--- config.mk ---
export PLATFORM = sky130hd
export DESIGN_NAME = drag_fall_ode_stepper_flat
export DESIGN_NICKNAME = d
export VERILOG_FILES = /design/src/design/dfo_pkg.sv /design/src/design/dfo_req_if.sv /design/src/design/dfo_rsp_if.sv /design/src/design/dfo_mul.sv /design/src/design/dfo_div6.sv /design/src/design/dfo_dpath.sv /design/src/design/dfo_ctrl.sv /design/src/design/drag_fall_ode_stepper.sv /design/src/flat_wrapper.sv
export SDC_FILE = /design/constraint.sdc
export NUM_CORES = 2
export LEC_CHECK = 0
export BUFFER_PORTS_ARGS = -buffer_cell sky130_fd_sc_hd__buf_2
export CORE_AREA = 4 4 398 321
export CTS_CLUSTER_DIAMETER = 50
export DETAILED_ROUTE_END_ITERATION = 10
export DIE_AREA = 0 0 402 325
export GPL_TIMING_DRIVEN = 0
export SLEW_MARGIN = 20
export SYNTH_ARGS = -nofsm -noshare
export SYNTH_HDL_FRONTEND = slang
export SYNTH_SLANG_ARGS = --single-unit
--- constraint.sdc ---
create_clock -name clock -period 13 [get_ports clock]
set_input_delay 2.6 -clock clock [delete_from_list [all_inputs] [get_ports clock]]
set_output_delay 2.6 -clock clock [all_outputs]
set_load 0.01 [all_outputs]
--- src/design/dfo_pkg.sv ---
// dfo_pkg: shared types, register codes, reset values and the step microprogram
// for the drag fall stepper. No dependencies; the design modules use it.
package dfo_pkg;

   localparam int DFO_VALUE_WIDTH   = 32;
   localparam int DFO_FRACTION_BITS = 24;

   localparam int CSR_DATA_W  = 32;
   localparam int CSR_INDEX_W = 3;
   localparam int STEP_W      = 16;
   localparam int OUT_VEL_W   = 32;
   localparam int PC_W        = 5;

   typedef enum logic [CSR_INDEX_W-1:0] {
      CSR_METHOD_SELECT    = 3'd0,
      CSR_STEP_SIZE        = 3'd1,
      CSR_GRAVITY          = 3'd2,
      CSR_DRAG_RATIO       = 3'd3,
      CSR_SETTLE_TOLERANCE = 3'd4,
      CSR_INITIAL_VELOCITY = 3'd5,
      CSR_STEP_LIMIT       = 3'd6
   } csr_index_type;

   localparam logic        RST_METHOD_SELECT    = 1'b1;
   localparam logic [23:0] RST_STEP_SIZE        = 24'd167772;
   localparam logic [30:0] RST_GRAVITY          = 31'd164584489;
   localparam logic [23:0] RST_DRAG_RATIO       = 24'd41943;
   localparam logic [23:0] RST_SETTLE_TOLERANCE = 24'd25166;
   localparam logic [31:0] RST_INITIAL_VELOCITY = 32'd164584489;
   localparam logic [15:0] RST_STEP_LIMIT       = 16'd5001;

   typedef enum logic [2:0] {
      OP_NOP,
      OP_MUL,
      OP_ADD,
      OP_SUB,
      OP_DIV6,
      OP_CHECK
   } dfo_op_type;

   typedef enum logic [3:0] {
      SRC_ZERO,
      SRC_V,
      SRC_U,
      SRC_K,
      SRC_S,
      SRC_P,
      SRC_G,
      SRC_KD,
      SRC_H
   } dfo_src_type;

   typedef enum logic [1:0] {
      DST_U,
      DST_K,
      DST_S,
      DST_P
   } dfo_dst_type;

   typedef enum logic [1:0] {
      ST_IDLE,
      ST_ISSUE,
      ST_WAIT,
      ST_WRITE
   } dfo_state_type;

   typedef struct packed {
      dfo_op_type       op;
      dfo_src_type      sa;
      dfo_src_type      sb;
      dfo_dst_type      dst;
      logic             half;
      logic [PC_W-1:0]  nxt;
      logic [PC_W-1:0]  nxt_euler;
   } dfo_uop_type;

   typedef struct packed {
      logic        issue;
      logic        load_run;
      logic        commit;
      dfo_uop_type uop;
   } dfo_ctl_type;

   typedef struct packed {
      logic mul_done;
      logic div_done;
      logic euler;
      logic last;
   } dfo_sts_type;

   localparam logic [PC_W-1:0] PC_START = 5'd0;
   localparam logic [PC_W-1:0] PC_DIFF  = 5'd27;
   localparam logic [PC_W-1:0] PC_EULER = 5'd29;

   function automatic dfo_uop_type mk_uop(input dfo_op_type op, input dfo_src_type sa,
                                          input dfo_src_type sb, input dfo_dst_type dst,
                                          input logic half, input logic [PC_W-1:0] nxt);
      dfo_uop_type u;
      u.op        = op;
      u.sa        = sa;
      u.sb        = sb;
      u.dst       = dst;
      u.half      = half;
      u.nxt       = nxt;
      u.nxt_euler = nxt;
      return u;
   endfunction

   // one integration step; derivative f(x) = g - kd*x*x takes three entries
   function automatic dfo_uop_type dfo_ucode(input logic [PC_W-1:0] pc);
      dfo_uop_type     u;
      logic [PC_W-1:0] seq;
      seq = pc + 1'b1;
      case (pc)
         // k1 = f(v)
         5'd0:  u = mk_uop(OP_MUL,   SRC_V,  SRC_V,    DST_P, 1'b0, seq);
         5'd1:  u = mk_uop(OP_MUL,   SRC_KD, SRC_P,    DST_P, 1'b0, seq);
         5'd2:  begin
            u = mk_uop(OP_SUB, SRC_G, SRC_P, DST_K, 1'b0, seq);
            u.nxt_euler = PC_EULER;
         end
         // k2 = f(v + k1*h/2)
         5'd3:  u = mk_uop(OP_ADD,   SRC_K,  SRC_ZERO, DST_S, 1'b0, seq);
         5'd4:  u = mk_uop(OP_MUL,   SRC_K,  SRC_H,    DST_P, 1'b1, seq);
         5'd5:  u = mk_uop(OP_ADD,   SRC_V,  SRC_P,    DST_U, 1'b0, seq);
         5'd6:  u = mk_uop(OP_MUL,   SRC_U,  SRC_U,    DST_P, 1'b0, seq);
         5'd7:  u = mk_uop(OP_MUL,   SRC_KD, SRC_P,    DST_P, 1'b0, seq);
         5'd8:  u = mk_uop(OP_SUB,   SRC_G,  SRC_P,    DST_K, 1'b0, seq);
         5'd9:  u = mk_uop(OP_ADD,   SRC_S,  SRC_K,    DST_S, 1'b0, seq);
         5'd10: u = mk_uop(OP_ADD,   SRC_S,  SRC_K,    DST_S, 1'b0, seq);
         // k3 = f(v + k2*h/2)
         5'd11: u = mk_uop(OP_MUL,   SRC_K,  SRC_H,    DST_P, 1'b1, seq);
         5'd12: u = mk_uop(OP_ADD,   SRC_V,  SRC_P,    DST_U, 1'b0, seq);
         5'd13: u = mk_uop(OP_MUL,   SRC_U,  SRC_U,    DST_P, 1'b0, seq);
         5'd14: u = mk_uop(OP_MUL,   SRC_KD, SRC_P,    DST_P, 1'b0, seq);
         5'd15: u = mk_uop(OP_SUB,   SRC_G,  SRC_P,    DST_K, 1'b0, seq);
         5'd16: u = mk_uop(OP_ADD,   SRC_S,  SRC_K,    DST_S, 1'b0, seq);
         5'd17: u = mk_uop(OP_ADD,   SRC_S,  SRC_K,    DST_S, 1'b0, seq);
         // k4 = f(v + k3*h)
         5'd18: u = mk_uop(OP_MUL,   SRC_K,  SRC_H,    DST_P, 1'b0, seq);
         5'd19: u = mk_uop(OP_ADD,   SRC_V,  SRC_P,    DST_U, 1'b0, seq);
         5'd20: u = mk_uop(OP_MUL,   SRC_U,  SRC_U,    DST_P, 1'b0, seq);
         5'd21: u = mk_uop(OP_MUL,   SRC_KD, SRC_P,    DST_P, 1'b0, seq);
         5'd22: u = mk_uop(OP_SUB,   SRC_G,  SRC_P,    DST_K, 1'b0, seq);
         5'd23: u = mk_uop(OP_ADD,   SRC_S,  SRC_K,    DST_S, 1'b0, seq);
         // v_new = v + round(S*h)/6
         5'd24: u = mk_uop(OP_MUL,   SRC_S,  SRC_H,    DST_P, 1'b0, seq);
         5'd25: u = mk_uop(OP_DIV6,  SRC_P,  SRC_ZERO, DST_P, 1'b0, seq);
         5'd26: u = mk_uop(OP_ADD,   SRC_V,  SRC_P,    DST_U, 1'b0, seq);
         // settle check on |v - v_new|
         5'd27: u = mk_uop(OP_SUB,   SRC_V,  SRC_U,    DST_P, 1'b0, seq);
         5'd28: u = mk_uop(OP_CHECK, SRC_P,  SRC_ZERO, DST_P, 1'b0, PC_START);
         // euler: v_new = v + k1*h
         5'd29: u = mk_uop(OP_MUL,   SRC_K,  SRC_H,    DST_P, 1'b0, seq);
         5'd30: u = mk_uop(OP_ADD,   SRC_V,  SRC_P,    DST_U, 1'b0, PC_DIFF);
         default: u = mk_uop(OP_NOP, SRC_ZERO, SRC_ZERO, DST_P, 1'b0, PC_START);
      endcase
      return u;
   endfunction

endpackage

--- src/design/dfo_req_if.sv ---
// dfo_req_if: request channel carrying the restart flag with valid/ready.
// Depends on nothing.
interface dfo_req_if;
   logic valid;
   logic ready;
   logic restart;

   modport source (output valid, output restart, input ready);
   modport sink   (input valid, input restart, output ready);
endinterface

--- src/design/dfo_rsp_if.sv ---
// dfo_rsp_if: result channel carrying velocity, step index and end flags.
// Depends on nothing.
interface dfo_rsp_if;
   logic        valid;
   logic        ready;
   logic [31:0] velocity;
   logic [15:0] step_index;
   logic        last;
   logic        converged;

   modport source (output valid, output velocity, output step_index, output last,
                   output converged, input ready);
   modport sink   (input valid, input velocity, input step_index, input last,
                   input converged, output ready);
endinterface

--- src/design/dfo_mul.sv ---
// dfo_mul: sequential signed multiplier, 16 bits of one operand per cycle,
// with scaling by 2^-F or 2^-(F+1), round half away from zero and saturation. Uses dfo_pkg.
module dfo_mul #(
   parameter int VALUE_WIDTH   = dfo_pkg::DFO_VALUE_WIDTH,
   parameter int FRACTION_BITS = dfo_pkg::DFO_FRACTION_BITS
) (
   input  logic                          clock,
   input  logic                          reset,
   input  logic                          start,
   input  logic                          half,
   input  logic signed [VALUE_WIDTH-1:0] op_a,
   input  logic signed [VALUE_WIDTH-1:0] op_b,
   output logic                          done,
   output logic signed [VALUE_WIDTH-1:0] product
);

   localparam int W    = VALUE_WIDTH;
   localparam int F    = FRACTION_BITS;
   localparam int NDIG = (W + 15) / 16;
   localparam int YW   = NDIG * 16;
   localparam int PW   = W + YW;
   localparam int CW   = $clog2(NDIG + 1);

   localparam logic [PW-1:0] RND_F   = PW'(1) << (F - 1);
   localparam logic [PW-1:0] RND_H   = PW'(1) << F;
   localparam logic [PW-1:0] LIM_NEG = PW'(1) << (W - 1);
   localparam logic [PW-1:0] LIM_POS = LIM_NEG - PW'(1);

   logic          busy_ff, busy_in;
   logic          done_ff, done_in;
   logic [CW-1:0] cnt_ff, cnt_in;
   logic          neg_ff, neg_in;
   logic          half_ff, half_in;
   logic [W-1:0]  mx_ff, mx_in;
   logic [YW-1:0] my_ff, my_in;
   logic [PW-1:0] acc_ff, acc_in;
   logic [W-1:0]  res_ff, res_in;

   logic [W-1:0]  ua, ub, mag_a, mag_b;
   logic [15:0]   digit;
   logic [W+15:0] pp;
   logic [PW-1:0] rnd, q_full, lim;
   logic [W-1:0]  qm;

   always_comb begin
      ua    = op_a;
      ub    = op_b;
      mag_a = ua[W-1] ? (~ua + 1'b1) : ua;
      mag_b = ub[W-1] ? (~ub + 1'b1) : ub;

      digit = my_ff[YW-1 -: 16];
      pp    = (W+16)'(mx_ff) * (W+16)'(digit);

      rnd    = acc_ff + (half_ff ? RND_H : RND_F);
      q_full = half_ff ? (rnd >> (F + 1)) : (rnd >> F);
      lim    = neg_ff ? LIM_NEG : LIM_POS;
      qm     = (q_full >= lim) ? lim[W-1:0] : q_full[W-1:0];

      busy_in = busy_ff;
      done_in = 1'b0;
      cnt_in  = cnt_ff;
      neg_in  = neg_ff;
      half_in = half_ff;
      mx_in   = mx_ff;
      my_in   = my_ff;
      acc_in  = acc_ff;
      res_in  = res_ff;

      if (start) begin
         busy_in = 1'b1;
         cnt_in  = CW'(NDIG);
         neg_in  = ua[W-1] ^ ub[W-1];
         half_in = half;
         mx_in   = mag_a;
         my_in   = YW'(mag_b);
         acc_in  = '0;
      end else if (busy_ff && (cnt_ff != '0)) begin
         // most significant digit first
         acc_in = {acc_ff[PW-17:0], 16'b0} + PW'(pp);
         my_in  = {my_ff[YW-17:0], 16'b0};
         cnt_in = cnt_ff - 1'b1;
      end else if (busy_ff) begin
         res_in  = neg_ff ? (~qm + 1'b1) : qm;
         done_in = 1'b1;
         busy_in = 1'b0;
      end
   end

   always_ff @(posedge clock) begin
      if (reset) begin
         busy_ff <= 1'b0;
         done_ff <= 1'b0;
         cnt_ff  <= '0;
      end else begin
         busy_ff <= busy_in;
         done_ff <= done_in;
         cnt_ff  <= cnt_in;
      end
   end

   always_ff @(posedge clock) begin
      neg_ff  <= neg_in;
      half_ff <= half_in;
      mx_ff   <= mx_in;
      my_ff   <= my_in;
      acc_ff  <= acc_in;
      res_ff  <= res_in;
   end

   assign done    = done_ff;
   assign product = res_ff;

endmodule

--- src/design/dfo_div6.sv ---
// dfo_div6: signed divide by six, eight quotient bits per cycle, rounded half
// away from zero. Uses dfo_pkg for the default width.
module dfo_div6 #(
   parameter int VALUE_WIDTH = dfo_pkg::DFO_VALUE_WIDTH
) (
   input  logic                          clock,
   input  logic                          reset,
   input  logic                          start,
   input  logic signed [VALUE_WIDTH-1:0] dividend,
   output logic                          done,
   output logic signed [VALUE_WIDTH-1:0] quotient
);

   localparam int W   = VALUE_WIDTH;
   localparam int ND8 = (W + 7) / 8;
   localparam int QW  = ND8 * 8;
   localparam int CW  = $clog2(ND8 + 1);

   logic          busy_ff, busy_in;
   logic          done_ff, done_in;
   logic [CW-1:0] cnt_ff, cnt_in;
   logic          neg_ff, neg_in;
   logic [QW-1:0] mq_ff, mq_in;
   logic [2:0]    rem_ff, rem_in;
   logic [W-1:0]  res_ff, res_in;

   logic [W-1:0]  ud, mag;
   logic [2:0]    r;
   logic [3:0]    t;
   logic [7:0]    qb;
   logic [W-1:0]  qv;

   always_comb begin
      ud  = dividend;
      mag = ud[W-1] ? (~ud + 1'b1) : ud;

      // eight restoring steps; the remainder stays below six
      r  = rem_ff;
      qb = '0;
      for (int i = 0; i < 8; i++) begin
         t = {r, mq_ff[QW-1-i]};
         if (t >= 4'd6) begin
            qb[7-i] = 1'b1;
            r       = 3'(t - 4'd6);
         end else begin
            r = t[2:0];
         end
      end

      qv = mq_ff[W-1:0] + W'(rem_ff >= 3'd3);

      busy_in = busy_ff;
      done_in = 1'b0;
      cnt_in  = cnt_ff;
      neg_in  = neg_ff;
      mq_in   = mq_ff;
      rem_in  = rem_ff;
      res_in  = res_ff;

      if (start) begin
         busy_in = 1'b1;
         cnt_in  = CW'(ND8);
         neg_in  = ud[W-1];
         mq_in   = QW'(mag);
         rem_in  = '0;
      end else if (busy_ff && (cnt_ff != '0)) begin
         mq_in  = {mq_ff[QW-9:0], qb};
         rem_in = r;
         cnt_in = cnt_ff - 1'b1;
      end else if (busy_ff) begin
         res_in  = neg_ff ? (~qv + 1'b1) : qv;
         done_in = 1'b1;
         busy_in = 1'b0;
      end
   end

   always_ff @(posedge clock) begin
      if (reset) begin
         busy_ff <= 1'b0;
         done_ff <= 1'b0;
         cnt_ff  <= '0;
      end else begin
         busy_ff <= busy_in;
         done_ff <= done_in;
         cnt_ff  <= cnt_in;
      end
   end

   always_ff @(posedge clock) begin
      neg_ff <= neg_in;
      mq_ff  <= mq_in;
      rem_ff <= rem_in;
      res_ff <= res_in;
   end

   assign done     = done_ff;
   assign quotient = res_ff;

endmodule

--- src/design/dfo_dpath.sv ---
// dfo_dpath: configuration registers, working registers, saturating adder,
// settle check and result register. Instantiates dfo_mul and dfo_div6; uses dfo_pkg.
module dfo_dpath #(
   parameter int VALUE_WIDTH   = dfo_pkg::DFO_VALUE_WIDTH,
   parameter int FRACTION_BITS = dfo_pkg::DFO_FRACTION_BITS
) (
   input  logic                                clock,
   input  logic                                reset,
   input  logic                                csr_write,
   input  logic [dfo_pkg::CSR_INDEX_W-1:0]     csr_index,
   input  logic [dfo_pkg::CSR_DATA_W-1:0]      csr_data,
   input  dfo_pkg::dfo_ctl_type                ctl,
   output dfo_pkg::dfo_sts_type                sts,
   output logic [dfo_pkg::OUT_VEL_W-1:0]       out_velocity,
   output logic [dfo_pkg::STEP_W-1:0]          out_step_index,
   output logic                                out_last,
   output logic                                out_converged
);

   localparam int W  = VALUE_WIDTH;
   localparam int EW = ((W > 32) ? W : 32) + 1;
   localparam int SW = dfo_pkg::STEP_W;

   localparam logic [W-1:0]         VMAX_W = {1'b0, {(W-1){1'b1}}};
   localparam logic [W-1:0]         VMIN_W = {1'b1, {(W-1){1'b0}}};
   localparam logic [EW-1:0]        VMAX_U = (EW'(1) << (W - 1)) - EW'(1);
   localparam logic signed [EW-1:0] VMAX_S = VMAX_U;
   localparam logic signed [EW-1:0] VMIN_S = -VMAX_S - EW'(1);

   // configuration
   logic        method_ff, method_in;
   logic [23:0] step_size_ff, step_size_in;
   logic [30:0] gravity_ff, gravity_in;
   logic [23:0] drag_ff, drag_in;
   logic [23:0] tol_ff, tol_in;
   logic [31:0] init_vel_ff, init_vel_in;
   logic [15:0] limit_ff, limit_in;

   // working registers
   logic [W-1:0]  v_ff, v_in;
   logic [W-1:0]  u_ff, u_in;
   logic [W-1:0]  k_ff, k_in;
   logic [W-1:0]  s_ff, s_in;
   logic [W-1:0]  p_ff, p_in;
   logic [SW-1:0] count_ff, count_in;
   logic          conv_ff, conv_in;

   logic [dfo_pkg::OUT_VEL_W-1:0] out_vel_ff, out_vel_in;
   logic [SW-1:0]                 out_idx_ff, out_idx_in;
   logic                          out_last_ff, out_last_in;
   logic                          out_conv_ff, out_conv_in;

   logic [W-1:0]  h_c, g_c, kd_c, tol_c, iv_c;
   logic signed [EW-1:0] iv_e, u_e;
   logic [W-1:0]  opa, opb, alu_res, wr_val, abs_p;
   logic          wr_alu, wr_en, last;
   logic [SW-1:0] lim_eff;
   logic          mul_start, div_start, mul_done, div_done;
   logic signed [W-1:0] mul_res, div_res;

   function automatic logic [W-1:0] clamp_u(input logic [31:0] raw);
      logic [EW-1:0] ext;
      ext = EW'(raw);
      return (ext > VMAX_U) ? VMAX_W : ext[W-1:0];
   endfunction

   function automatic logic [W-1:0] sat_sum(input logic [W:0] x);
      if (x[W] != x[W-1]) begin
         return x[W] ? VMIN_W : VMAX_W;
      end
      return x[W-1:0];
   endfunction

   always_comb begin
      method_in    = method_ff;
      step_size_in = step_size_ff;
      gravity_in   = gravity_ff;
      drag_in      = drag_ff;
      tol_in       = tol_ff;
      init_vel_in  = init_vel_ff;
      limit_in     = limit_ff;
      if (csr_write) begin
         case (csr_index)
            dfo_pkg::CSR_METHOD_SELECT:    method_in    = csr_data[0];
            dfo_pkg::CSR_STEP_SIZE:        step_size_in = csr_data[23:0];
            dfo_pkg::CSR_GRAVITY:          gravity_in   = csr_data[30:0];
            dfo_pkg::CSR_DRAG_RATIO:       drag_in      = csr_data[23:0];
            dfo_pkg::CSR_SETTLE_TOLERANCE: tol_in       = csr_data[23:0];
            dfo_pkg::CSR_INITIAL_VELOCITY: init_vel_in  = csr_data[31:0];
            dfo_pkg::CSR_STEP_LIMIT:       limit_in     = csr_data[15:0];
            default: ;
         endcase
      end
   end

   // register values brought into the number range
   always_comb begin
      h_c   = clamp_u(32'(step_size_ff));
      g_c   = clamp_u(32'(gravity_ff));
      kd_c  = clamp_u(32'(drag_ff));
      tol_c = clamp_u(32'(tol_ff));
      iv_e  = EW'($signed(init_vel_ff));
      if (iv_e > VMAX_S) begin
         iv_c = VMAX_W;
      end else if (iv_e < VMIN_S) begin
         iv_c = VMIN_W;
      end else begin
         iv_c = iv_e[W-1:0];
      end
   end

   always_comb begin
      case (ctl.uop.sa)
         dfo_pkg::SRC_V:  opa = v_ff;
         dfo_pkg::SRC_U:  opa = u_ff;
         dfo_pkg::SRC_K:  opa = k_ff;
         dfo_pkg::SRC_S:  opa = s_ff;
         dfo_pkg::SRC_P:  opa = p_ff;
         dfo_pkg::SRC_G:  opa = g_c;
         dfo_pkg::SRC_KD: opa = kd_c;
         dfo_pkg::SRC_H:  opa = h_c;
         default:         opa = '0;
      endcase
      case (ctl.uop.sb)
         dfo_pkg::SRC_V:  opb = v_ff;
         dfo_pkg::SRC_U:  opb = u_ff;
         dfo_pkg::SRC_K:  opb = k_ff;
         dfo_pkg::SRC_S:  opb = s_ff;
         dfo_pkg::SRC_P:  opb = p_ff;
         dfo_pkg::SRC_G:  opb = g_c;
         dfo_pkg::SRC_KD: opb = kd_c;
         dfo_pkg::SRC_H:  opb = h_c;
         default:         opb = '0;
      endcase
   end

   assign mul_start = ctl.issue && (ctl.uop.op == dfo_pkg::OP_MUL);
   assign div_start = ctl.issue && (ctl.uop.op == dfo_pkg::OP_DIV6);

   dfo_mul #(
      .VALUE_WIDTH   (VALUE_WIDTH),
      .FRACTION_BITS (FRACTION_BITS)
   ) u_mul (
      .clock   (clock),
      .reset   (reset),
      .start   (mul_start),
      .half    (ctl.uop.half),
      .op_a    (opa),
      .op_b    (opb),
      .done    (mul_done),
      .product (mul_res)
   );

   dfo_div6 #(
      .VALUE_WIDTH (VALUE_WIDTH)
   ) u_div6 (
      .clock    (clock),
      .reset    (reset),
      .start    (div_start),
      .dividend (opa),
      .done     (div_done),
      .quotient (div_res)
   );

   always_comb begin
      if (ctl.uop.op == dfo_pkg::OP_SUB) begin
         alu_res = sat_sum({opa[W-1], opa} - {opb[W-1], opb});
      end else begin
         alu_res = sat_sum({opa[W-1], opa} + {opb[W-1], opb});
      end
      wr_alu = ctl.issue &&
               ((ctl.uop.op == dfo_pkg::OP_ADD) || (ctl.uop.op == dfo_pkg::OP_SUB));
      wr_en  = wr_alu || mul_done || div_done;
      if (mul_done) begin
         wr_val = mul_res;
      end else if (div_done) begin
         wr_val = div_res;
      end else begin
         wr_val = alu_res;
      end

      // |v - v_new| with the most negative value saturating
      if (p_ff[W-1]) begin
         abs_p = (p_ff == VMIN_W) ? VMAX_W : (~p_ff + 1'b1);
      end else begin
         abs_p = p_ff;
      end

      lim_eff = (limit_ff == '0) ? SW'(1) : limit_ff;
      last    = conv_ff || (({1'b0, count_ff} + (SW+1)'(1)) >= {1'b0, lim_eff});
      u_e     = EW'($signed(u_ff));
   end

   always_comb begin
      v_in        = v_ff;
      u_in        = u_ff;
      k_in        = k_ff;
      s_in        = s_ff;
      p_in        = p_ff;
      count_in    = count_ff;
      conv_in     = conv_ff;
      out_vel_in  = out_vel_ff;
      out_idx_in  = out_idx_ff;
      out_last_in = out_last_ff;
      out_conv_in = out_conv_ff;

      if (wr_en) begin
         case (ctl.uop.dst)
            dfo_pkg::DST_U: u_in = wr_val;
            dfo_pkg::DST_K: k_in = wr_val;
            dfo_pkg::DST_S: s_in = wr_val;
            default:        p_in = wr_val;
         endcase
      end
      if (ctl.issue && (ctl.uop.op == dfo_pkg::OP_CHECK)) begin
         conv_in = abs_p < tol_c;
      end
      if (ctl.load_run) begin
         v_in     = iv_c;
         count_in = '0;
      end
      if (ctl.commit) begin
         v_in        = u_ff;
         count_in    = count_ff + 1'b1;
         out_vel_in  = u_e[dfo_pkg::OUT_VEL_W-1:0];
         out_idx_in  = count_ff;
         out_last_in = last;
         out_conv_in = conv_ff;
      end
   end

   always_ff @(posedge clock) begin
      if (reset) begin
         method_ff    <= dfo_pkg::RST_METHOD_SELECT;
         step_size_ff <= dfo_pkg::RST_STEP_SIZE;
         gravity_ff   <= dfo_pkg::RST_GRAVITY;
         drag_ff      <= dfo_pkg::RST_DRAG_RATIO;
         tol_ff       <= dfo_pkg::RST_SETTLE_TOLERANCE;
         init_vel_ff  <= dfo_pkg::RST_INITIAL_VELOCITY;
         limit_ff     <= dfo_pkg::RST_STEP_LIMIT;
      end else begin
         method_ff    <= method_in;
         step_size_ff <= step_size_in;
         gravity_ff   <= gravity_in;
         drag_ff      <= drag_in;
         tol_ff       <= tol_in;
         init_vel_ff  <= init_vel_in;
         limit_ff     <= limit_in;
      end
   end

   always_ff @(posedge clock) begin
      v_ff        <= v_in;
      u_ff        <= u_in;
      k_ff        <= k_in;
      s_ff        <= s_in;
      p_ff        <= p_in;
      count_ff    <= count_in;
      conv_ff     <= conv_in;
      out_vel_ff  <= out_vel_in;
      out_idx_ff  <= out_idx_in;
      out_last_ff <= out_last_in;
      out_conv_ff <= out_conv_in;
   end

   assign sts.mul_done = mul_done;
   assign sts.div_done = div_done;
   assign sts.euler    = !method_ff;
   assign sts.last     = last;

   assign out_velocity   = out_vel_ff;
   assign out_step_index = out_idx_ff;
   assign out_last       = out_last_ff;
   assign out_converged  = out_conv_ff;

endmodule

--- src/design/dfo_ctrl.sv ---
// dfo_ctrl: step sequencer; walks the microprogram, waits on the arithmetic
// units and owns the handshakes and the run-finished flag. Uses dfo_pkg.
module dfo_ctrl (
   input  logic                 clock,
   input  logic                 reset,
   input  logic                 req_valid,
   input  logic                 req_restart,
   output logic                 req_ready,
   input  logic                 rsp_ready,
   output logic                 rsp_valid,
   input  dfo_pkg::dfo_sts_type sts,
   output dfo_pkg::dfo_ctl_type ctl
);

   dfo_pkg::dfo_state_type        state_ff, state_in;
   logic [dfo_pkg::PC_W-1:0]      pc_ff, pc_in;
   logic                          finished_ff, finished_in;
   logic                          rsp_valid_ff, rsp_valid_in;
   logic [dfo_pkg::PC_W-1:0]      nxt_pc;

   always_comb begin
      state_in     = state_ff;
      pc_in        = pc_ff;
      finished_in  = finished_ff;
      rsp_valid_in = rsp_valid_ff && !rsp_ready;
      req_ready    = 1'b0;
      ctl          = '0;
      ctl.uop      = dfo_pkg::dfo_ucode(pc_ff);
      nxt_pc       = sts.euler ? ctl.uop.nxt_euler : ctl.uop.nxt;

      case (state_ff)
         dfo_pkg::ST_IDLE: begin
            req_ready = 1'b1;
            if (req_valid) begin
               if (req_restart) begin
                  ctl.load_run = 1'b1;
                  finished_in  = 1'b0;
               end else if (!finished_ff) begin
                  pc_in    = dfo_pkg::PC_START;
                  state_in = dfo_pkg::ST_ISSUE;
               end
            end
         end
         dfo_pkg::ST_ISSUE: begin
            ctl.issue = 1'b1;
            case (ctl.uop.op)
               dfo_pkg::OP_MUL,
               dfo_pkg::OP_DIV6:  state_in = dfo_pkg::ST_WAIT;
               dfo_pkg::OP_CHECK: state_in = dfo_pkg::ST_WRITE;
               default:           pc_in    = nxt_pc;
            endcase
         end
         dfo_pkg::ST_WAIT: begin
            if (sts.mul_done || sts.div_done) begin
               pc_in    = nxt_pc;
               state_in = dfo_pkg::ST_ISSUE;
            end
         end
         dfo_pkg::ST_WRITE: begin
            if (!rsp_valid_ff || rsp_ready) begin
               ctl.commit   = 1'b1;
               rsp_valid_in = 1'b1;
               finished_in  = sts.last;
               state_in     = dfo_pkg::ST_IDLE;
            end
         end
         default: state_in = dfo_pkg::ST_IDLE;
      endcase
   end

   always_ff @(posedge clock) begin
      if (reset) begin
         state_ff     <= dfo_pkg::ST_IDLE;
         pc_ff        <= dfo_pkg::PC_START;
         finished_ff  <= 1'b1;
         rsp_valid_ff <= 1'b0;
      end else begin
         state_ff     <= state_in;
         pc_ff        <= pc_in;
         finished_ff  <= finished_in;
         rsp_valid_ff <= rsp_valid_in;
      end
   end

   assign rsp_valid = rsp_valid_ff;

endmodule

--- src/design/drag_fall_ode_stepper.sv ---
// drag_fall_ode_stepper: integrates dv/dt = g - k*v*v, one step per request
// transfer, forward Euler or fourth-order Runge-Kutta in signed fixed point.
// Uses dfo_pkg, dfo_req_if, dfo_rsp_if, dfo_ctrl and dfo_dpath.
//
// req_chan carries restart. restart = 1 loads initial_velocity, clears the
// step count and opens a run; it gives no result. A step with no open run is
// taken and dropped.
// rsp_chan carries velocity, step_index, last and converged, one transfer per
// step. After a transfer with last = 1 the run is closed until a restart.
// csr_write/csr_index/csr_data write one register per cycle, only while idle;
// the block itself does not enforce this, the user must keep to it.
//
// every product of a step goes through the single shared multiplier, 16 bits
// per cycle, and an RK4 step also through the divide-by-six unit at 8 bits per
// cycle; these units bound how long a step occupies the sequencer.
// the result sits in an output register, so the next request is taken while a
// result waits; only the final write of a step waits for a stalled receiver.
// reset restores the register defaults, empties the output register and
// leaves no run open.
module drag_fall_ode_stepper #(
   parameter int VALUE_WIDTH   = dfo_pkg::DFO_VALUE_WIDTH,
   parameter int FRACTION_BITS = dfo_pkg::DFO_FRACTION_BITS
) (
   input  logic                            clock,
   input  logic                            reset,
   dfo_req_if.sink                         req_chan,
   dfo_rsp_if.source                       rsp_chan,
   input  logic                            csr_write,
   input  logic [dfo_pkg::CSR_INDEX_W-1:0] csr_index,
   input  logic [dfo_pkg::CSR_DATA_W-1:0]  csr_data
);

   // command and status between sequencer and datapath
   dfo_pkg::dfo_ctl_type ctl;
   dfo_pkg::dfo_sts_type sts;

   logic                          req_ready;
   logic                          rsp_valid;
   logic [dfo_pkg::OUT_VEL_W-1:0] velocity;
   logic [dfo_pkg::STEP_W-1:0]    step_index;
   logic                          last;
   logic                          converged;

   // sequencer: handshakes, run state and microprogram counter
   dfo_ctrl u_ctrl (
      .clock       (clock),
      .reset       (reset),
      .req_valid   (req_chan.valid),
      .req_restart (req_chan.restart),
      .req_ready   (req_ready),
      .rsp_ready   (rsp_chan.ready),
      .rsp_valid   (rsp_valid),
      .sts         (sts),
      .ctl         (ctl)
   );

   // datapath: registers, shared multiplier, divider and result register
   dfo_dpath #(
      .VALUE_WIDTH   (VALUE_WIDTH),
      .FRACTION_BITS (FRACTION_BITS)
   ) u_dpath (
      .clock          (clock),
      .reset          (reset),
      .csr_write      (csr_write),
      .csr_index      (csr_index),
      .csr_data       (csr_data),
      .ctl            (ctl),
      .sts            (sts),
      .out_velocity   (velocity),
      .out_step_index (step_index),
      .out_last       (last),
      .out_converged  (converged)
   );

   // channel hookup
   assign req_chan.ready      = req_ready;
   assign rsp_chan.valid      = rsp_valid;
   assign rsp_chan.velocity   = velocity;
   assign rsp_chan.step_index = step_index;
   assign rsp_chan.last       = last;
   assign rsp_chan.converged  = converged;

endmodule
--- src/flat_wrapper.sv ---
// flat-port wrapper written by rule: the top's interface ports become plain ports
module drag_fall_ode_stepper_flat 
#(
   parameter int VALUE_WIDTH   = dfo_pkg::DFO_VALUE_WIDTH,
   parameter int FRACTION_BITS = dfo_pkg::DFO_FRACTION_BITS
)
  (clock, reset, csr_write, csr_index, csr_data, req_chan_valid, req_chan_restart, req_chan_ready, rsp_chan_valid, rsp_chan_velocity, rsp_chan_step_index, rsp_chan_last, rsp_chan_converged, rsp_chan_ready);
  dfo_req_if req_chan_i ();
  dfo_rsp_if rsp_chan_i ();
  input  logic clock;
  input  logic reset;
  input  logic csr_write;
  input  logic [dfo_pkg::CSR_INDEX_W-1:0] csr_index;
  input  logic [dfo_pkg::CSR_DATA_W-1:0] csr_data;
  input wire logic [$bits(req_chan_i.valid)-1:0] req_chan_valid;
  input wire logic [$bits(req_chan_i.restart)-1:0] req_chan_restart;
  output wire logic [$bits(req_chan_i.ready)-1:0] req_chan_ready;
  output wire logic [$bits(rsp_chan_i.valid)-1:0] rsp_chan_valid;
  output wire logic [$bits(rsp_chan_i.velocity)-1:0] rsp_chan_velocity;
  output wire logic [$bits(rsp_chan_i.step_index)-1:0] rsp_chan_step_index;
  output wire logic [$bits(rsp_chan_i.last)-1:0] rsp_chan_last;
  output wire logic [$bits(rsp_chan_i.converged)-1:0] rsp_chan_converged;
  input wire logic [$bits(rsp_chan_i.ready)-1:0] rsp_chan_ready;
  assign req_chan_i.valid = req_chan_valid;
  assign req_chan_i.restart = req_chan_restart;
  assign req_chan_ready = req_chan_i.ready;
  assign rsp_chan_valid = rsp_chan_i.valid;
  assign rsp_chan_velocity = rsp_chan_i.velocity;
  assign rsp_chan_step_index = rsp_chan_i.step_index;
  assign rsp_chan_last = rsp_chan_i.last;
  assign rsp_chan_converged = rsp_chan_i.converged;
  assign rsp_chan_i.ready = rsp_chan_ready;
  drag_fall_ode_stepper #(.VALUE_WIDTH(VALUE_WIDTH), .FRACTION_BITS(FRACTION_BITS)) u_core (.clock(clock), .reset(reset), .req_chan(req_chan_i), .rsp_chan(rsp_chan_i), .csr_write(csr_write), .csr_index(csr_index), .csr_data(csr_data));
endmodule
**Word-level counts from Yosys, hierarchy flattened**

Index checks and enable logic that the tools add are counted.

- Register bits: 627
- Bits in latches: 0
- RAM bits: 0
- Memory bits (read-only): 0
- Word-level logic and storage cells: 311
- Memories kept: 0

- Add/subtract/negate cells: 23
- $mul: 1
- Divide/modulo/power cells: 0
- Magnitude comparators: 14
- Eq/ne operators: 75
- Shifts and indexed selects: 0
- Muxes and demuxes: 90
- Bitwise operators: 11
- Reduce and logical (&&, ||, !) cells: 57

Operator list:

| operator | count |
|---|---|
| $mux W32 | 25 |
| $pmux W32 S8 | 2 |
| $pmux W24 S15 | 1 |
| $add A32 B1 Y32 const B | 5 |
| $not A32 Y32 | 5 |
| $eq A5 B5 Y1 const B | 15 |
| $add A64 B48 Y64 | 1 |
| $add A64 B64 Y64 | 1 |
| $ge A64 B64 Y1 | 1 |
| $mul A32 B16 Y48 | 1 |
| $mux W16 | 3 |
| $eq A5 B4 Y1 const B | 8 |
| $mux W40 | 1 |
| $add A32 B32 Y33 | 1 |
| $sub A32 B32 Y33 | 1 |
| $add A32 B1 Y32 | 1 |
| $eq A32 B32 Y1 const B | 1 |
| $eq A4 B3 Y1 const B | 8 |
| $ge A4 B3 Y1 const B | 8 |
| $gt A32 B32 Y1 const B | 1 |
| $lt A32 B24 Y1 | 1 |
| $lt A32 B32 Y1 const B | 1 |
| $mux W1 | 30 |
| $mux W3 | 10 |
| 48 further kinds | 139 |

**Longest topological paths before layout**

- Depth after elaboration: 18
- Gate-level depth with buffers: 37
- Depth with buffers taken out: 28

**Hierarchy**

From an unflattened synthesis, not the netlist that was laid out.

- Cell total of the unflattened synthesis: 6568
- Area, all modules: 58389.8 um^2

Modules (own cells, without submodules):

| module | times used | cells an instance | area an instance (um^2) | sequential area each (um^2) |
|---|---|---|---|---|
| dfo_mul | 1 | 3281 | 28618.7 | 4304.1 |
| dfo_dpath | 1 | 2426 | 22385.2 | 9859.5 |
| dfo_div6 | 1 | 651 | 5891.9 | 2112.0 |
| dfo_ctrl | 1 | 210 | 1493.9 | 180.2 |

**Least setup slack after synthesis**

No wires, ideal clock.

- Path kind: register to register
- Start point: reg u_core.u_dpath.u_mul.half_ff
- End point: reg u_core.u_dpath.u_mul.res_ff[26] (netlist: u_core.u_dpath.u_mul.product[26]) (data pin)
- Arrival: 7.648 ns
- Path slack: 5.081 ns
- Cell stages (with the launch flop): 38
- Buffers on the path: 9
- Period minus slack after synthesis: 7.919 ns
- Path through: edfxtp_1 > buf_2 > buf_1 > clkbuf_1 > buf_1 > buf_1 > buf_1 > clkbuf_1 > nor2b_1 > fa_1 > nand4_1 > nor3_1 > and2_1 > clkbuf_1 > a2bb2oi_1 > o22ai_1 > inv_1 > ha_1 > [... 2 more ...] > nor2b_1 > o21ai_0 > a21oi_1 > o21a_1 > nor4_1 > and4_1 > clkbuf_1 > nor2_1 > o21bai_1 > inv_1 > ha_1 > nor3b_1 > nand2_1 > nor4_1 > nand2_1 > nor3_1 > a41oi_1 > a2bb2oi_1

- Cells in the longest elaborated chain, start to end: 8

RTL lines:

| item | RTL line | source |
|---|---|---|
| from (decl) | dfo_mul.sv:33 | `logic half_ff, half_in;` |
| from (signal assigned) | dfo_mul.sv:103 | `half_ff <= half_in;` |
| $mux W25 | dfo_mul.sv:54 | `rnd = acc_ff + (half_ff ? RND_H : RND_F);` |
| $add A64 B64 Y64 | dfo_mul.sv:54 |  |
| $mux W40 (*) | dfo_mul.sv:55 | `q_full = half_ff ? (rnd >> (F + 1)) : (rnd >> F);` |
| $ge A64 B64 Y1 | dfo_mul.sv:57 | `qm = (q_full >= lim) ? lim[W-1:0] : q_full[W-1:0];` |
| $mux W32 (*) | dfo_mul.sv:57 |  |
| via u_core.u_dpath.u_mul.qm[0] | dfo_mul.sv:43 | `logic [W-1:0] qm;` |
| $not A32 Y32 (*) | dfo_mul.sv:83 | `res_in = neg_ff ? (~qm + 1'b1) : qm;` |
| $add A32 B1 Y32 (*) | dfo_mul.sv:83 |  |
| $mux W32 (*) | dfo_mul.sv:83 |  |
| to (signal assigned) | dfo_mul.sv:107 | `res_ff <= res_in;` |
| to (decl) | dfo_mul.sv:37 | `logic [W-1:0] res_ff, res_in;` |

Mark *: on every way through the listed nets, which the timed path passes. The rest lies on a longest branch.
A chain may end at the register's enable or synchronous reset.

**Worst setup path after layout**

- Start point: reg u_core.u_ctrl.pc_ff[0] (netlist bit)
- End point: reg u_core.u_dpath.u_ff[9] (data pin)

- Cells in the longest elaborated chain, start to end: 13
- Elaborated cells between the ends (all ways): 75

RTL lines:

| item | RTL line | source |
|---|---|---|
| from (decl) | dfo_ctrl.sv:16 | `logic [dfo_pkg::PC_W-1:0] pc_ff, pc_in;` |
| from (signal assigned) | dfo_ctrl.sv:74 | `pc_ff <= dfo_pkg::PC_START;` |
| from (signal assigned) | dfo_ctrl.sv:79 | `pc_ff <= pc_in;` |
| $eq A5 B5 Y1, or another cell as far along | dfo_pkg.sv:114 | `case (pc)` |
| $reduce_or A5 Y1 (no source line), or another cell as far along | -- |  |
| $pmux W24 S15 (*) | dfo_pkg.sv:114 |  |
| $eq A4 B4 Y1, or another cell as far along | dfo_dpath.sv:124 | `case (ctl.uop.sb)` |
| $pmux W32 S8 (*) | dfo_dpath.sv:124 |  |
| via u_core.u_dpath.opb[0] | dfo_dpath.sv:55 | `logic [W-1:0] opa, opb, alu_res, wr_val, abs_p;` |
| $add A32 B32 Y33 / $sub A32 B32 Y33 (equally long branches) | dfo_dpath.sv:169, dfo_dpath.sv:167 |  |
| $ne A1 B1 Y1 | dfo_dpath.sv:68 | `if (x[W] != x[W-1]) begin` |
| $mux W1 | dfo_dpath.sv:68 |  |
| $mux W1 | dfo_dpath.sv:166 | `if (ctl.uop.op == dfo_pkg::OP_SUB) begin` |
| $mux W32 | dfo_dpath.sv:71 | `return x[W-1:0];` |
| $mux W32 (*) | dfo_dpath.sv:166 |  |
| $mux W32 (*) | dfo_dpath.sv:176 | `end else if (div_done) begin` |
| $mux W32 (*) | dfo_dpath.sv:174 | `if (mul_done) begin` |
| via u_core.u_dpath.wr_val[9] | dfo_dpath.sv:55 |  |
| to (signal assigned) | dfo_dpath.sv:254 | `u_ff <= u_in;` |
| to (decl) | dfo_dpath.sv:41 | `logic [W-1:0] u_ff, u_in;` |

Mark *: on every way through the listed nets, which the timed path passes. The rest lies on a longest branch. The select of a mux whose other input is x is not followed.

==> flow_summary_export.csv <==
group,metric,value,unit
setup_path,cpMostUsedCell,"clkbuf_1",
finish,ff_latch_area,16500,µm²
setup_path,r2r_cells,28,
clocking,cts_tree,"yes",
clocking,cts_buffer_depth,3,
synth,yosysWarningCount,0,
finish,area_growth,10.1,%
synth,synth_cell_types,110,
clocking,clk_latency,0.69,ns
status,status,"finished, final reports clean",
finish,drive_above_1_share,6.90,%
synth,syn_area_per_cell,8.82,µm²
floorplanning,num_rows,116,
worst_hold_path,hold_depth,2,
synth,syn-num-nets,7207,
timing,finalSetupTns,0,ns
global_route,grt_max_degree,49,
placement,portBuffers,91,
timing,setup_viol,0,
finish,design_area,62300,µm²
synth,synth-seq-area-share,29.1,%
clocking,postCtsSetupBuffers,0,
global_route,grt_pass1_wl,335,mm
routing,drc,0,
global_route,gr-total-overflow,0,
setup_path,cp.required,13.30,ns
synth,synthArstFlopShare,0,%
timing,rsz0062_at_grt,"false",
routing,detail-route-antenna-nets,0,
run,max-cap-violations,0,
finish,multi_input_area,36100,µm²
timing,relSlewSlack,12.8,%
floorplanning,die-area,131000,µm²
finish,num-fill-cells,11900,
global_route,grt_pass1_vias,47900,
setup_path,start_kind,"register",
setup_path,path_class,"register to register",
timing,period_needed,12.20,ns
timing,report.final.hold_viol_count,0,
clocking,numCtsBuffers,80,
timing,fin_crit_sh,93.8,%
clocking,cts_resized,0,
routing,via_count,51700,
clocking,clkSlewWorstSetupHoldPaths,0.07,ns
global_route,antenna_found_initial,10,
routing,wl_per_cell,27.9,µm
timing,whs,0.455,ns
floorplanning,fp.dieH,325,µm
placement,place.gp.congestion,1.05,
clocking,clock-sinks,627,
timing,worstMarginPinSlew,1.30,ns
clocking,h-tree-depth,3,
timing,finClkSkew,0.0563,ns
timing,maxSlewViolCount,0,
clocking,cts_hold_buf,0,
synth,ys.flop_type,"edfxtp_1",
setup_path,cp_max_fo,10,
routing,drt-initial-drc-count,7353,
finish,layout.nets,7416,
worst_hold_path,hp-class,"register to register",
placement,hpwl,190,mm
synth,synth_edf_count,390,
clocking,cts_root_buffer,"clkbuf_16",
global_route,grt_usage,34.7,%
setup_path,setup.worst_path.end_class,"register",
floorplanning,core_area,124000,µm²
floorplanning,start_util,45.6,%
setup_path,worst_ep_arrival_time,12.50,ns
routing,firstDrtPassIters,9,
setup_path,cp_slowest_cell,"o31ai_1",
setup_path,slowest_delay,1.04,ns
synth,ys_seq_elements,627,
synth,syn-cell-area,56600,µm²
placement,placed_cell_area,59600,µm²
routing,via_per_inst,6.19,
synth,synth_cells,6420,
timing,fmax,82.0,MHz
floorplanning,ios,93,
routing,drt-total-wl,233,mm
floorplanning,die_x,402,µm
-- cell usage after synthesis, drive strengths merged, types with 26 or more instances --
cell type | number | area, µm²
edfxtp | 390 | 11700
or3 | 39 | 244
buf | 73 | 399
a211oi | 55 | 423
o21a | 26 | 195
a211o | 27 | 236
nand2b | 42 | 263
xor2 | 85 | 744
nand2 | 1121 | 4210
a22oi | 53 | 403
fa | 453 | 9070
a221o | 35 | 350
a21oi | 383 | 1930
nor4 | 33 | 264
o31ai | 40 | 300
and3 | 64 | 400
mux2i | 65 | 651
a221oi | 40 | 369
nor2b | 50 | 313
ha | 293 | 3670
nand3 | 156 | 786
nor2 | 270 | 1020
a31oi | 67 | 419
xnor2 | 178 | 1560
a21o | 88 | 661
nand3b | 58 | 448
o21ai | 198 | 991
dfxtp | 237 | 4740
mux2 | 53 | 601
o211ai | 43 | 323
nand4 | 62 | 409
clkbuf | 316 | 1190
nor3 | 116 | 592
inv | 678 | 2540
and2 | 186 | 1160
-- cell families (layout without fill, tap and decap cells) --
| family | count (synthesis) | in the layout | synth area share (%) |
|---|---|---|---|
| AOI/OAI and AO/OA | 1322 | 1322 | 15.8 |
| buffers and inverters | 1068 | 1342 | 7.30 |
| other | 0 | 3 | 0 |
| xor gates and xnor gates | 263 | 263 | 4.07 |
| adders and majority gates | 747 | 747 | 22.5 |
| and+or+nand+nor | 2273 | 2273 | 19.0 |
| DFF | 627 | 627 | 29.1 |
| muxes | 120 | 120 | 2.29 |
-- cell usage in the layout, fill, tap and decap left out, types with 155 or more instances in the layout --
master,count
clkbuf_1,323
edfxtp_1,390
fa_1,453
dfxtp_1,237
inv_1,676
nand3_1,155
xnor2_1,178
nand2_1,1116
nor2_1,264
and2_1,184
ha_1,293
o21ai_0,189
a21oi_1,380
-- flip-flops by register name (all words and copies together) (netlist names), 31 cells and up --
name	flops
u_core.u_dpath.init_vel_ff	32
u_core.u_dpath.gravity_ff	31
u_core.u_dpath.u_mul.my_ff	32
u_core.u_dpath.s_ff	32
u_core.u_dpath.u_ff	32
u_core.u_dpath.k_ff	32
u_core.u_dpath.v_ff	32
u_core.u_dpath.u_div6.mq_ff	32
u_core.u_dpath.u_mul.mx_ff	32
u_core.u_dpath.u_mul.product	32
u_core.u_dpath.p_ff	32
u_core.u_dpath.u_mul.acc_ff	64
u_core.u_dpath.out_velocity	32
u_core.u_dpath.u_div6.quotient	32
-- cell type report --
class | count | share of cell area [%]
Buffer | 389 | 2.56
Tap cell | 1652 | 3.32
Clock buffer | 96 | 3.39
Inverter | 679 | 4.09
Clock inverter | 51 | 0.843
Timing Repair Buffer | 127 | 1.41
Sequential cell | 627 | 26.4
Antenna cell | 3 | 0.0120
Multi-Input combinational cell | 4725 | 58.0
-- through the flow --
step / instances / util, % / worst slack (ns)
2_1_floorplan: 6420 / - / 5.08
3_3_place_gp: 8163 / 47.6 / 1.20
3_5_place_dp: 8197 / 48.0 / 1.86
4_1_cts: 8344 / 50.1 / 1.78
5_1_grt: 8346 / 50.2 / 0.963
6_report: 8349 / 50.2 / 0.800
-- path summary, 6_finish.rpt --
kind | start | endpoint | slack, ns
worst min register to register | u_core.u_dpath.init_vel_ff[6]$_SDFFE_PP0P_ | u_core.u_dpath.init_vel_ff[6]$_SDFFE_PP0P_ | 0.46
worst max-delay path | u_core.u_ctrl.pc_ff[0]$_SDFFE_PP0P_ | u_core.u_dpath.u_ff[9]$_DFFE_PP_ | 0.80
worst max register to register | u_core.u_ctrl.pc_ff[0]$_SDFFE_PP0P_ | u_core.u_dpath.u_ff[9]$_DFFE_PP_ | 0.80
worst min-delay path | u_core.u_dpath.init_vel_ff[6]$_SDFFE_PP0P_ | u_core.u_dpath.init_vel_ff[6]$_SDFFE_PP0P_ | 0.46
-- layer usage --
metal | GRT usage (%) | vias up | routed length (µm) | share of wire, %
met5 | 0 | - | 40 | 0.017
met4 | 7.60 | 6 | 5880 | 2.5
met3 | 10.7 | 356 | 30800 | 13
met2 | 45.9 | 3048 | 89000 | 38
met1 | 54.6 | 25800 | 107000 | 46
li1 | - | 22500 | - | -
-- critical path, delay by kind of cell (launching register included) --
family,cells,cell delay [ns]
flops,1,0.42
fa+ha+maj,3,0.86
buf+inv,9,3.73
simple gates,7,1.91
compound gates,9,4.84
Power is left out: the tool's default activity adds up to more than one toggle a clock period on the data nets, which glitch-free logic cannot reach.
